$ cat src/rtl/dtk_pkg.sv
// dtk_pkg: shared types and constants of the differential drive pd tracker
// item structs, command and register codes, sequencer states, divider request/response
// no dependencies
package dtk_pkg;

    // finishing speed boost added to base speed when one wheel is done
    localparam logic [15:0] FINISH_BOOST = 16'd10;

    // divider datapath width and step counter width
    localparam int DIV_W   = 32;
    localparam int DIV_CW  = $clog2(DIV_W);
    localparam int QUO_W   = 16;

    // configuration write port
    localparam int CFG_AW  = 3;
    localparam int CFG_DW  = 16;

    typedef enum logic [1:0] {
        CMD_START = 2'd0,
        CMD_POLL  = 2'd1,
        CMD_STOP  = 2'd2,
        CMD_NONE  = 2'd3
    } t_cmd;

    typedef enum logic [CFG_AW-1:0] {
        REG_LEFT_DIR     = 3'd0,
        REG_RIGHT_DIR    = 3'd1,
        REG_LEFT_AMOUNT  = 3'd2,
        REG_RIGHT_AMOUNT = 3'd3,
        REG_BASE_SPEED   = 3'd4,
        REG_PROP_GAIN    = 3'd5,
        REG_DERIV_GAIN   = 3'd6,
        REG_POLL_PERIOD  = 3'd7
    } t_cfg_idx;

    typedef struct packed {
        logic        [1:0]  command;
        logic signed [15:0] left_position;
        logic signed [15:0] right_position;
        logic signed [31:0] now_ms;
    } t_in_item;

    typedef struct packed {
        logic signed [15:0] left_drive;
        logic signed [15:0] right_drive;
        logic               drive_update;
        logic               moving;
    } t_out_item;

    typedef struct packed {
        logic signed [1:0]  left_dir;
        logic signed [1:0]  right_dir;
        logic        [14:0] left_amount;
        logic        [14:0] right_amount;
        logic        [14:0] base_speed;
        logic        [7:0]  prop_gain;
        logic        [7:0]  deriv_gain;
        logic        [15:0] poll_period;
    } t_cfg;

    typedef struct packed {
        logic                    start;
        logic signed [DIV_W-1:0] num;
        logic signed [DIV_W-1:0] den;
    } t_div_req;

    typedef struct packed {
        logic                    done;
        logic signed [QUO_W-1:0] quo;
    } t_div_rsp;

    typedef enum logic [1:0] {
        DIV_IDLE,
        DIV_ABS,
        DIV_ITER,
        DIV_SIGN
    } t_div_state;

    typedef enum logic [3:0] {
        S_IDLE,
        S_EVAL,
        S_NUM,
        S_WAIT1,
        S_ERR,
        S_PD,
        S_DEN,
        S_GO2,
        S_WAIT2,
        S_MIX,
        S_DRV,
        S_OUT
    } t_seq_state;

endpackage

$ cat src/rtl/dtk_cfg.sv
// dtk_cfg: configuration register file of the tracker
// decodes the plain write port into the register struct; uses dtk_pkg
module dtk_cfg (
    input  logic                         i_clk,
    input  logic                         i_rst_n,
    input  logic                         i_cfg_we,
    input  logic [dtk_pkg::CFG_AW-1:0]   i_cfg_idx,
    input  logic [dtk_pkg::CFG_DW-1:0]   i_cfg_data,
    output dtk_pkg::t_cfg                o_cfg
);

    dtk_pkg::t_cfg r_cfg;

    // register writes, reset to the documented defaults
    always_ff @(posedge i_clk) begin
        if (!i_rst_n) begin
            r_cfg.left_dir     <= 2'sd1;
            r_cfg.right_dir    <= 2'sd1;
            r_cfg.left_amount  <= 15'd1;
            r_cfg.right_amount <= 15'd0;
            r_cfg.base_speed   <= 15'd0;
            r_cfg.prop_gain    <= 8'd1;
            r_cfg.deriv_gain   <= 8'd0;
            r_cfg.poll_period  <= 16'd10;
        end else if (i_cfg_we) begin
            unique case (dtk_pkg::t_cfg_idx'(i_cfg_idx))
                dtk_pkg::REG_LEFT_DIR:     r_cfg.left_dir     <= i_cfg_data[1:0];
                dtk_pkg::REG_RIGHT_DIR:    r_cfg.right_dir    <= i_cfg_data[1:0];
                dtk_pkg::REG_LEFT_AMOUNT:  r_cfg.left_amount  <= i_cfg_data[14:0];
                dtk_pkg::REG_RIGHT_AMOUNT: r_cfg.right_amount <= i_cfg_data[14:0];
                dtk_pkg::REG_BASE_SPEED:   r_cfg.base_speed   <= i_cfg_data[14:0];
                dtk_pkg::REG_PROP_GAIN:    r_cfg.prop_gain    <= i_cfg_data[7:0];
                dtk_pkg::REG_DERIV_GAIN:   r_cfg.deriv_gain   <= i_cfg_data[7:0];
                dtk_pkg::REG_POLL_PERIOD:  r_cfg.poll_period  <= i_cfg_data[15:0];
                default: ;
            endcase
        end
    end

    assign o_cfg = r_cfg;

endmodule

$ cat src/rtl/dtk_div.sv
// dtk_div: shared iterative signed divider, one quotient bit per cycle
// truncating division, zero divisor gives zero; returns the low quotient bits; uses dtk_pkg
module dtk_div (
    input  logic              i_clk,
    input  logic              i_rst_n,
    input  dtk_pkg::t_div_req i_req,
    output dtk_pkg::t_div_rsp o_rsp
);

    localparam int W  = dtk_pkg::DIV_W;
    localparam int CW = dtk_pkg::DIV_CW;
    localparam int QW = dtk_pkg::QUO_W;

    dtk_pkg::t_div_state r_state, n_state;
    logic                r_done, n_done;
    logic [W-1:0]        r_num, n_num;
    logic [W-1:0]        r_den, n_den;
    logic [W-1:0]        r_rem, n_rem;
    logic [CW-1:0]       r_cnt, n_cnt;
    logic                r_neg, n_neg;
    logic                r_zero, n_zero;
    logic [QW-1:0]       r_quo, n_quo;

    logic [W:0]          s_trial;
    logic [W:0]          s_diff;
    logic [W-1:0]        s_quo_full;

    // restoring step and sign fix-up
    always_comb begin
        s_trial    = {r_rem, r_num[W-1]};
        s_diff     = s_trial - {1'b0, r_den};
        s_quo_full = r_neg ? (~r_num + 1'b1) : r_num;
    end

    // sequencer of the shared unit
    always_comb begin
        n_state = r_state;
        n_done  = 1'b0;
        n_num   = r_num;
        n_den   = r_den;
        n_rem   = r_rem;
        n_cnt   = r_cnt;
        n_neg   = r_neg;
        n_zero  = r_zero;
        n_quo   = r_quo;
        unique case (r_state)
            dtk_pkg::DIV_IDLE: begin
                if (i_req.start) begin
                    n_num   = i_req.num;
                    n_den   = i_req.den;
                    n_state = dtk_pkg::DIV_ABS;
                end
            end
            dtk_pkg::DIV_ABS: begin
                n_neg   = r_num[W-1] ^ r_den[W-1];
                n_zero  = (r_den == '0);
                n_num   = r_num[W-1] ? (~r_num + 1'b1) : r_num;
                n_den   = r_den[W-1] ? (~r_den + 1'b1) : r_den;
                n_rem   = '0;
                n_cnt   = '0;
                n_state = dtk_pkg::DIV_ITER;
            end
            dtk_pkg::DIV_ITER: begin
                if (!s_diff[W]) begin
                    n_rem = s_diff[W-1:0];
                    n_num = {r_num[W-2:0], 1'b1};
                end else begin
                    n_rem = s_trial[W-1:0];
                    n_num = {r_num[W-2:0], 1'b0};
                end
                n_cnt = r_cnt + 1'b1;
                if (r_cnt == CW'(W - 1)) begin
                    n_state = dtk_pkg::DIV_SIGN;
                end
            end
            dtk_pkg::DIV_SIGN: begin
                n_quo   = r_zero ? '0 : s_quo_full[QW-1:0];
                n_done  = 1'b1;
                n_state = dtk_pkg::DIV_IDLE;
            end
            default: n_state = dtk_pkg::DIV_IDLE;
        endcase
    end

    // control registers
    always_ff @(posedge i_clk) begin
        if (!i_rst_n) begin
            r_state <= dtk_pkg::DIV_IDLE;
            r_done  <= 1'b0;
        end else begin
            r_state <= n_state;
            r_done  <= n_done;
        end
    end

    // datapath registers
    always_ff @(posedge i_clk) begin
        r_num  <= n_num;
        r_den  <= n_den;
        r_rem  <= n_rem;
        r_cnt  <= n_cnt;
        r_neg  <= n_neg;
        r_zero <= n_zero;
        r_quo  <= n_quo;
    end

    assign o_rsp.done = r_done;
    assign o_rsp.quo  = r_quo;

    // a start only arrives while the unit is free
    a_start_idle: assert property (@(posedge i_clk) disable iff (!i_rst_n)
        i_req.start |-> r_state == dtk_pkg::DIV_IDLE)
        else $error("divider started while busy");

    // partial remainder stays below the divisor
    a_rem_bound: assert property (@(posedge i_clk) disable iff (!i_rst_n)
        (r_state == dtk_pkg::DIV_ITER) && !r_zero |-> r_rem < r_den)
        else $error("divider remainder out of range");

    // done is a single pulse that returns the unit to idle
    a_done_idle: assert property (@(posedge i_clk) disable iff (!i_rst_n)
        r_done |-> r_state == dtk_pkg::DIV_IDLE)
        else $error("divider done while not idle");

endmodule

$ cat src/rtl/differential_drive_pd_tracker_core.sv
// differential_drive_pd_tracker_core: top level of the pd distance-ratio tracker
// sequencer and datapath around dtk_cfg and the shared divider dtk_div; uses dtk_pkg
//
// Usage:
//   Input channel i_in_item / i_in_valid / o_in_stall carries one command item
//   (start, poll, stop) with both encoder positions and the time in ms.
//   Output channel o_out_item / o_out_valid / i_out_stall returns exactly one
//   result item per input item: both drives, drive_update and moving.
//   Configuration is written through i_cfg_we / i_cfg_idx / i_cfg_data while idle.
//   Start, stop, idle or early polls and finishing polls go from S_EVAL straight
//   to S_OUT with their result. A poll that runs the pd update makes two
//   passes through the shared one-bit-per-cycle divider (the distance ratio,
//   then the derivative) before S_DRV writes its result to the output register.
//   One item is in the block at a time; o_in_stall stays high from acceptance
//   until the result item is taken, so the next item enters the cycle after.
//   When the receiver stalls, the result item is held unchanged in the output
//   register. Reset (synchronous, active low) clears the move state and
//   restores the register defaults; the block is ready the cycle after.
module differential_drive_pd_tracker_core (
    input  logic                         i_clk,
    input  logic                         i_rst_n,
    input  dtk_pkg::t_in_item            i_in_item,
    input  logic                         i_in_valid,
    output logic                         o_in_stall,
    output dtk_pkg::t_out_item           o_out_item,
    output logic                         o_out_valid,
    input  logic                         i_out_stall,
    input  logic                         i_cfg_we,
    input  logic [dtk_pkg::CFG_AW-1:0]   i_cfg_idx,
    input  logic [dtk_pkg::CFG_DW-1:0]   i_cfg_data
);

    dtk_pkg::t_cfg      s_cfg;
    dtk_pkg::t_div_req  s_div_req;
    dtk_pkg::t_div_rsp  s_div_rsp;

    dtk_pkg::t_seq_state r_state, n_state;

    // move state
    logic               r_active, n_active;
    logic [31:0]        r_last_time, n_last_time;
    logic signed [15:0] r_last_err, n_last_err;
    logic [15:0]        r_rep, n_rep;
    logic signed [15:0] r_lo, n_lo;
    logic signed [15:0] r_ro, n_ro;

    // work registers
    dtk_pkg::t_in_item  r_item, n_item;
    logic [31:0]        r_dt, n_dt;
    logic signed [31:0] r_prod, n_prod;
    logic signed [15:0] r_err, n_err;
    logic signed [15:0] r_p, n_p;
    logic signed [24:0] r_n2, n_n2;
    logic [31:0]        r_den, n_den;
    logic signed [15:0] r_g, n_g;
    dtk_pkg::t_out_item r_out, n_out;

    // combinational helpers
    logic               s_accept;
    logic               s_early;
    logic               s_ldone;
    logic               s_rdone;
    logic signed [16:0] s_ldiff;
    logic signed [32:0] s_prod_full;
    logic signed [16:0] s_boost;
    logic signed [24:0] s_p_full;
    logic signed [16:0] s_ediff;
    logic signed [25:0] s_n2_full;
    logic [47:0]        s_den_full;
    logic signed [15:0] s_half_kp;
    logic signed [17:0] s_lmag;
    logic signed [17:0] s_rmag;

    // signed direction times magnitude, wrapped to 16 bits
    function automatic logic signed [15:0] dir_mul(input logic signed [1:0] dir,
                                                   input logic signed [17:0] mag);
        logic signed [19:0] prod;
        prod = dir * mag;
        return prod[15:0];
    endfunction

    dtk_cfg u_cfg (
        .i_clk      (i_clk),
        .i_rst_n    (i_rst_n),
        .i_cfg_we   (i_cfg_we),
        .i_cfg_idx  (i_cfg_idx),
        .i_cfg_data (i_cfg_data),
        .o_cfg      (s_cfg)
    );

    dtk_div u_div (
        .i_clk   (i_clk),
        .i_rst_n (i_rst_n),
        .i_req   (s_div_req),
        .o_rsp   (s_div_rsp)
    );

    assign s_accept = i_in_valid && !o_in_stall;

    // datapath terms
    always_comb begin
        s_early     = $signed(r_item.now_ms - $signed(r_last_time))
                      < $signed({16'd0, s_cfg.poll_period});
        s_ldone     = $signed({{2{r_item.left_position[15]}}, r_item.left_position})
                      >= ($signed({{2{r_lo[15]}}, r_lo}) + $signed({3'd0, s_cfg.left_amount}));
        s_rdone     = $signed({{2{r_item.right_position[15]}}, r_item.right_position})
                      >= ($signed({{2{r_ro[15]}}, r_ro}) + $signed({3'd0, s_cfg.right_amount}));
        s_ldiff     = $signed({r_item.left_position[15], r_item.left_position})
                      - $signed({r_lo[15], r_lo});
        s_prod_full = s_ldiff * $signed({1'b0, s_cfg.right_amount});
        s_boost     = $signed({2'd0, s_cfg.base_speed} + {1'b0, dtk_pkg::FINISH_BOOST});
        s_p_full    = $signed({1'b0, s_cfg.prop_gain}) * r_err;
        s_ediff     = $signed({r_err[15], r_err}) - $signed({r_last_err[15], r_last_err});
        s_n2_full   = $signed({1'b0, s_cfg.deriv_gain}) * s_ediff;
        s_den_full  = r_dt * r_rep;
        s_half_kp   = $signed({9'd0, s_cfg.prop_gain[7:1]});
        s_lmag      = r_g[15] ? ($signed({3'd0, s_cfg.base_speed}) - $signed({{2{r_g[15]}}, r_g}))
                              : $signed({3'd0, s_cfg.base_speed});
        s_rmag      = (!r_g[15] && (r_g != '0))
                      ? ($signed({3'd0, s_cfg.base_speed}) + $signed({2'd0, r_g}))
                      : $signed({3'd0, s_cfg.base_speed});
    end

    // divider requests: distance ratio first, derivative second
    always_comb begin
        s_div_req.start = (r_state == dtk_pkg::S_NUM) || (r_state == dtk_pkg::S_GO2);
        if (r_state == dtk_pkg::S_NUM) begin
            s_div_req.num = r_prod + $signed({18'd0, s_cfg.left_amount[14:1]});
            s_div_req.den = $signed({17'd0, s_cfg.left_amount});
        end else begin
            s_div_req.num = $signed({{7{r_n2[24]}}, r_n2});
            s_div_req.den = $signed(r_den);
        end
    end

    // sequencer next state and register updates
    always_comb begin
        n_state     = r_state;
        n_active    = r_active;
        n_last_time = r_last_time;
        n_last_err  = r_last_err;
        n_rep       = r_rep;
        n_lo        = r_lo;
        n_ro        = r_ro;
        n_item      = r_item;
        n_dt        = r_dt;
        n_prod      = r_prod;
        n_err       = r_err;
        n_p         = r_p;
        n_n2        = r_n2;
        n_den       = r_den;
        n_g         = r_g;
        n_out       = r_out;
        unique case (r_state)
            dtk_pkg::S_IDLE: begin
                if (s_accept) begin
                    n_item  = i_in_item;
                    n_state = dtk_pkg::S_EVAL;
                end
            end
            dtk_pkg::S_EVAL: begin
                n_out   = '0;
                n_dt    = r_item.now_ms - r_last_time;
                n_prod  = s_prod_full[31:0];
                n_state = dtk_pkg::S_OUT;
                unique case (dtk_pkg::t_cmd'(r_item.command))
                    dtk_pkg::CMD_START: begin
                        n_last_time  = r_item.now_ms;
                        n_active     = 1'b1;
                        n_lo         = r_item.left_position;
                        n_ro         = r_item.right_position;
                        n_out.moving = 1'b1;
                    end
                    dtk_pkg::CMD_STOP: begin
                        n_active = 1'b0;
                    end
                    dtk_pkg::CMD_NONE: begin
                        n_out.moving = r_active;
                    end
                    dtk_pkg::CMD_POLL: begin
                        if (r_active && !s_early) begin
                            n_out.drive_update = 1'b1;
                            n_out.moving       = 1'b1;
                            if (s_ldone && s_rdone) begin
                                n_active     = 1'b0;
                                n_out.moving = 1'b0;
                            end else if (s_ldone) begin
                                n_out.right_drive = dir_mul(s_cfg.right_dir,
                                                            {s_boost[16], s_boost});
                            end else if (s_rdone) begin
                                n_out.left_drive = dir_mul(s_cfg.left_dir,
                                                           {s_boost[16], s_boost});
                            end else begin
                                n_out   = '0;
                                n_state = dtk_pkg::S_NUM;
                            end
                        end else begin
                            n_out.moving = r_active;
                        end
                    end
                    default: ;
                endcase
            end
            dtk_pkg::S_NUM: begin
                n_state = dtk_pkg::S_WAIT1;
            end
            dtk_pkg::S_WAIT1: begin
                if (s_div_rsp.done) begin
                    n_state = dtk_pkg::S_ERR;
                end
            end
            dtk_pkg::S_ERR: begin
                // expected right position minus measured, wrapped
                n_err   = s_div_rsp.quo + r_ro - r_item.right_position;
                n_state = dtk_pkg::S_PD;
            end
            dtk_pkg::S_PD: begin
                n_p     = s_p_full[15:0];
                n_n2    = s_n2_full[24:0];
                n_rep   = (r_err == r_last_err) ? (r_rep + 1'b1) : 16'd1;
                n_state = dtk_pkg::S_DEN;
            end
            dtk_pkg::S_DEN: begin
                // deadband of half the proportional gain
                n_den = s_den_full[31:0];
                if (!r_p[15] && (r_p != '0)) begin
                    n_p = r_p - s_half_kp;
                end else if (r_p[15]) begin
                    n_p = r_p + s_half_kp;
                end
                n_state = dtk_pkg::S_GO2;
            end
            dtk_pkg::S_GO2: begin
                n_state = dtk_pkg::S_WAIT2;
            end
            dtk_pkg::S_WAIT2: begin
                if (s_div_rsp.done) begin
                    n_state = dtk_pkg::S_MIX;
                end
            end
            dtk_pkg::S_MIX: begin
                n_g     = r_p + s_div_rsp.quo;
                n_state = dtk_pkg::S_DRV;
            end
            dtk_pkg::S_DRV: begin
                n_out.left_drive   = dir_mul(s_cfg.left_dir, s_lmag);
                n_out.right_drive  = dir_mul(s_cfg.right_dir, s_rmag);
                n_out.drive_update = 1'b1;
                n_out.moving       = 1'b1;
                n_last_err         = r_err;
                n_last_time        = r_item.now_ms;
                n_state            = dtk_pkg::S_OUT;
            end
            dtk_pkg::S_OUT: begin
                if (!i_out_stall) begin
                    n_state = dtk_pkg::S_IDLE;
                end
            end
            default: n_state = dtk_pkg::S_IDLE;
        endcase
    end

    // control and move state registers
    always_ff @(posedge i_clk) begin
        if (!i_rst_n) begin
            r_state     <= dtk_pkg::S_IDLE;
            r_active    <= 1'b0;
            r_last_time <= '0;
            r_last_err  <= '0;
            r_rep       <= '0;
            r_lo        <= '0;
            r_ro        <= '0;
        end else begin
            r_state     <= n_state;
            r_active    <= n_active;
            r_last_time <= n_last_time;
            r_last_err  <= n_last_err;
            r_rep       <= n_rep;
            r_lo        <= n_lo;
            r_ro        <= n_ro;
        end
    end

    // payload and work registers
    always_ff @(posedge i_clk) begin
        r_item <= n_item;
        r_dt   <= n_dt;
        r_prod <= n_prod;
        r_err  <= n_err;
        r_p    <= n_p;
        r_n2   <= n_n2;
        r_den  <= n_den;
        r_g    <= n_g;
        r_out  <= n_out;
    end

    assign o_in_stall  = (r_state != dtk_pkg::S_IDLE);
    assign o_out_valid = (r_state == dtk_pkg::S_OUT);
    assign o_out_item  = r_out;

    // never ready for an item while a result item is shown
    a_ready_no_result: assert property (@(posedge i_clk) disable iff (!i_rst_n)
        !o_in_stall |-> !o_out_valid)
        else $error("input ready while result pending");

    // reported moving flag agrees with the move state
    a_moving_state: assert property (@(posedge i_clk) disable iff (!i_rst_n)
        o_out_valid |-> (o_out_item.moving == r_active))
        else $error("moving flag disagrees with move state");

    // drives are zero when no update is reported
    a_quiet_drives: assert property (@(posedge i_clk) disable iff (!i_rst_n)
        o_out_valid && !o_out_item.drive_update |->
            (o_out_item.left_drive == '0) && (o_out_item.right_drive == '0))
        else $error("drive set without update");

endmodule

$ cat config.mk
export PLATFORM = sky130hd
export DESIGN_NAME = differential_drive_pd_tracker_core
export DESIGN_NICKNAME = d
export VERILOG_FILES = /design/src/rtl/dtk_pkg.sv /design/src/rtl/dtk_cfg.sv /design/src/rtl/dtk_div.sv /design/src/rtl/differential_drive_pd_tracker_core.sv
export SDC_FILE = /design/constraint.sdc
export NUM_CORES = 2
export LEC_CHECK = 0
export ABC_CLOCK_PERIOD_IN_PS = 8500
export BUFFER_PORTS_ARGS = -buffer_cell sky130_fd_sc_hd__buf_4
export CAP_MARGIN = 25
export CORE_MARGIN = 2
export CORE_UTILIZATION = 45
export DETAILED_ROUTE_END_ITERATION = 10
export PLACE_DENSITY_LB_ADDON = 0.12
export SYNTH_ARGS = -nofsm -noshare
export SYNTH_HDL_FRONTEND = slang
export SYNTH_SLANG_ARGS = --single-unit
$ cat constraint.sdc
create_clock -name i_clk -period 8.5 [get_ports i_clk]
set_clock_uncertainty 0.1 [all_clocks]
set_input_delay 0.85 -clock i_clk [delete_from_list [all_inputs] [get_ports i_clk]]
set_output_delay 0.85 -clock i_clk [all_outputs]
set_load 0.01 [all_outputs]
==> impl_metrics.ini <==
[timing]
tightest_slew_ps = 1080
fin_setup_tns_ps = 0
min_period_over_period_pct = 95.8
holdWs_ps = 255
max-slew-margin-rel_pct = 28.2
finalHoldViolations = 0
clock.fmax_ghz = 0.123
period_minus_slack_ps = 8140
setup_viol = 0
finalMaxSlewViolations = 0

[worst_setup_path]
critPathTopFamily = adder cells
startpoint_type = flip-flop
cp_slowest_cell = fa_1
regToRegStartpoint = r_item[48]$_DFFE_PP_
cp_num_cells = 36
required_ps = 8810
worst-path-buf-inv = 8
critical_path_arrival_ps = 8450
slowest_delay_ps = 530
rr_worst_depth = 36
path_max_fanout = 8
r2r_slack_ps = 360
cp_common_cell = fa_1
r2r_end = r_prod[28]$_DFFE_PP_
crit_type = reg -> reg
end_kind = flip-flop

[synth]
syn_inst = 7477
avgSynthCellArea_um2 = 9.00
async_reset_ff_share_pct = 0
synth_ff_type = edfxtp_1
ys.warnings.count = 0
synth_area_um2 = 67300
seq_area_frac_synth_pct = 22.8
synth-edff-count = 388
synthDistinctLibCells = 82
yosys_register_bits = 573
syn-num-nets = 8930

[min_path]
whs_path_depth = 1
hp-start = i_in_item[44]
min_to = r_item[44]$_DFFE_PP_
hold_class = in -> reg

[clock_tree]
cts_tree = done
cts.sinks = 573
root_buffer = clkbuf_16
clockBufferDepth = 3
path_clk_slew_ps = 60
cts_hold_buf = 0
insertion_delay_ps = 680
cts-htree-levels = 3
cts_made_buffers = 75

[drt]
drt-total-wl_um = 192000
drc = 0
detail-route-antenna-nets = 0
wl_per_cell_um = 20.1
drt_first_pass_iters = 5
vias_per_cell = 5.41
drtIter0Drc = 3271
vias = 51700

[power_and_ir_drop]
p_leak_uw = 0.0321
power_per_cell_area_nw_per_um2 = 201
ir_drop_v = 0.000286

[global_route]
grt_pass1_vias = 52300
grt_pass1_wl_um = 303000
grt-ovfl-total = 0
antenna_found_initial = 6
grt_start_max_net_pins = 72
grt_use_total_pct = 25.5

[placed_design]
place.gp.congestion = 0.885
io_buffers = 125
hpwlAfterDp_um = 151000
dpl-instance-area_um2 = 70800

[final_layout]
mostFrequentLayoutCells = inv_1 (1137), nand2_1 (1027), fa_1 (745)
design_area_um2 = 73900
fin_util_pct = 49.9
diodes = 0
nets = 9016
layout-drive-gt1-share_pct = 7.03
final_common_cell = inv_1
fillers = 13900
areaGrowthSynthToFinish_pct = 9.85

[die]
design.die.area_um2 = 153000
rows = 141
design.core.area_um2 = 148000
start_util_pct = 45.4
num_io_pins = 126
die_y_um = 391
die_x_um = 391

[job]
cap_violations = 0

[outcome]
status = complete, no violations
==> power breakdown <==
group	internal (µW)	switching, µW
clock	1950	1390
combinational	2530	4200
sequential	3970	780
==> kinds of logic after synthesis <==
| family | Yosys count | synth area share (%) |
|---|---|---|
| flip-flops | 573 | 22.8 |
| AND/OR/NAND/NOR | 2428 | 17.3 |
| XOR/XNOR | 473 | 6.16 |
| buffers and inverters | 1435 | 8.04 |
| multiplexers | 36 | 0.541 |
| adder cells (fa/ha/maj) | 1363 | 33.7 |
| AO/OA/AOI/OAI | 1169 | 11.4 |
==> cell usage after synthesis, drive strengths merged (52+ instances only) <==
cell,instances,share of area (%)
a21boi,181,2.0
xor2,151,2.0
clkbuf,276,1.5
inv,1142,6.4
xnor2,322,4.2
and2,423,3.9
o21ai,224,1.7
nor3,115,0.86
nand2b,53,0.49
nand3,124,0.92
nor2,330,1.8
fa,749,22
nand2,1030,5.8
nor2b,131,1.2
o21bai,52,0.59
ha,614,11
dfxtp,185,5.5
a21oi,283,2.1
a21o,89,0.99
edfxtp,388,17
==> flip-flops by register name, indices dropped and copies added (netlist names), 16 cells and up <==
| signal | count |
|---|---|
| r_last_err | 16 |
| u_div.r_num | 32 |
| u_div.r_rem | 32 |
| r_p | 16 |
| r_item | 66 |
| u_div.r_quo | 16 |
| r_rep | 16 |
| r_dt | 32 |
| o_out_item | 34 |
| r_err | 16 |
| u_cfg.o_cfg | 81 |
| r_ro | 16 |
| r_n2 | 25 |
| r_g | 16 |
| r_lo | 16 |
| u_div.r_den | 32 |
| r_prod | 32 |
| r_den | 32 |
| r_last_time | 32 |
==> what timing repair did <==
action	4_1_cts	5_1_grt
gates resized for setup	8	58
setup buffers	0	20
pin swaps	2	48
setup endpoints to repair	5	12
==> worst max-delay path by stage <==
stage	endpoint	slack [ps]	start
after floorplan	r_prod[31]$_DFFE_PP_	40	r_item[48]$_DFFE_PP_
after global placement	r_prod[31]$_DFFE_PP_	-60	r_item[49]$_DFFE_PP_
after detailed placement	r_prod[31]$_DFFE_PP_	-170	r_item[49]$_DFFE_PP_
after CTS	r_prod[31]$_DFFE_PP_	10	r_item[49]$_DFFE_PP_
after global routing	r_prod[28]$_DFFE_PP_	-50	r_item[48]$_DFFE_PP_
final	r_prod[28]$_DFFE_PP_	360	r_item[48]$_DFFE_PP_
==> stage by stage <==
stage                     power, µW  setup WS, ps  std cells
after floorplan                8960          42.5       7477
after global placement        11200         -57.7       9386
after detailed placement      11300          -170       9392
after CTS                     14700          11.1       9531
after global routing          15800         -45.4       9555
final                         14800           360       9555
==> area by class of cell <==
| class | instances | area, µm² | area share (%) |
|---|---|---|---|
| repair buffers | 301 | 2420 | 3.28 |
| multi-input cells | 5469 | 46900 | 63.4 |
| flip-flops and latches | 573 | 15400 | 20.8 |
| well taps | 1930 | 2410 | 3.27 |
| inverters | 1143 | 4290 | 5.81 |
| clock buffers | 95 | 2060 | 2.79 |
| clock inverters | 44 | 482 | 0.652 |
==> per-layer routing <==
metal	track usage, %	vias to the layer above	wire length, µm
li1	-	24500	-
met1	36.6	25800	91400
met2	40.8	1147	87300
met3	3.09	225	9290
met4	6.23	10	4330
met5	0	-	75
(Power assumes the default switching activity.)
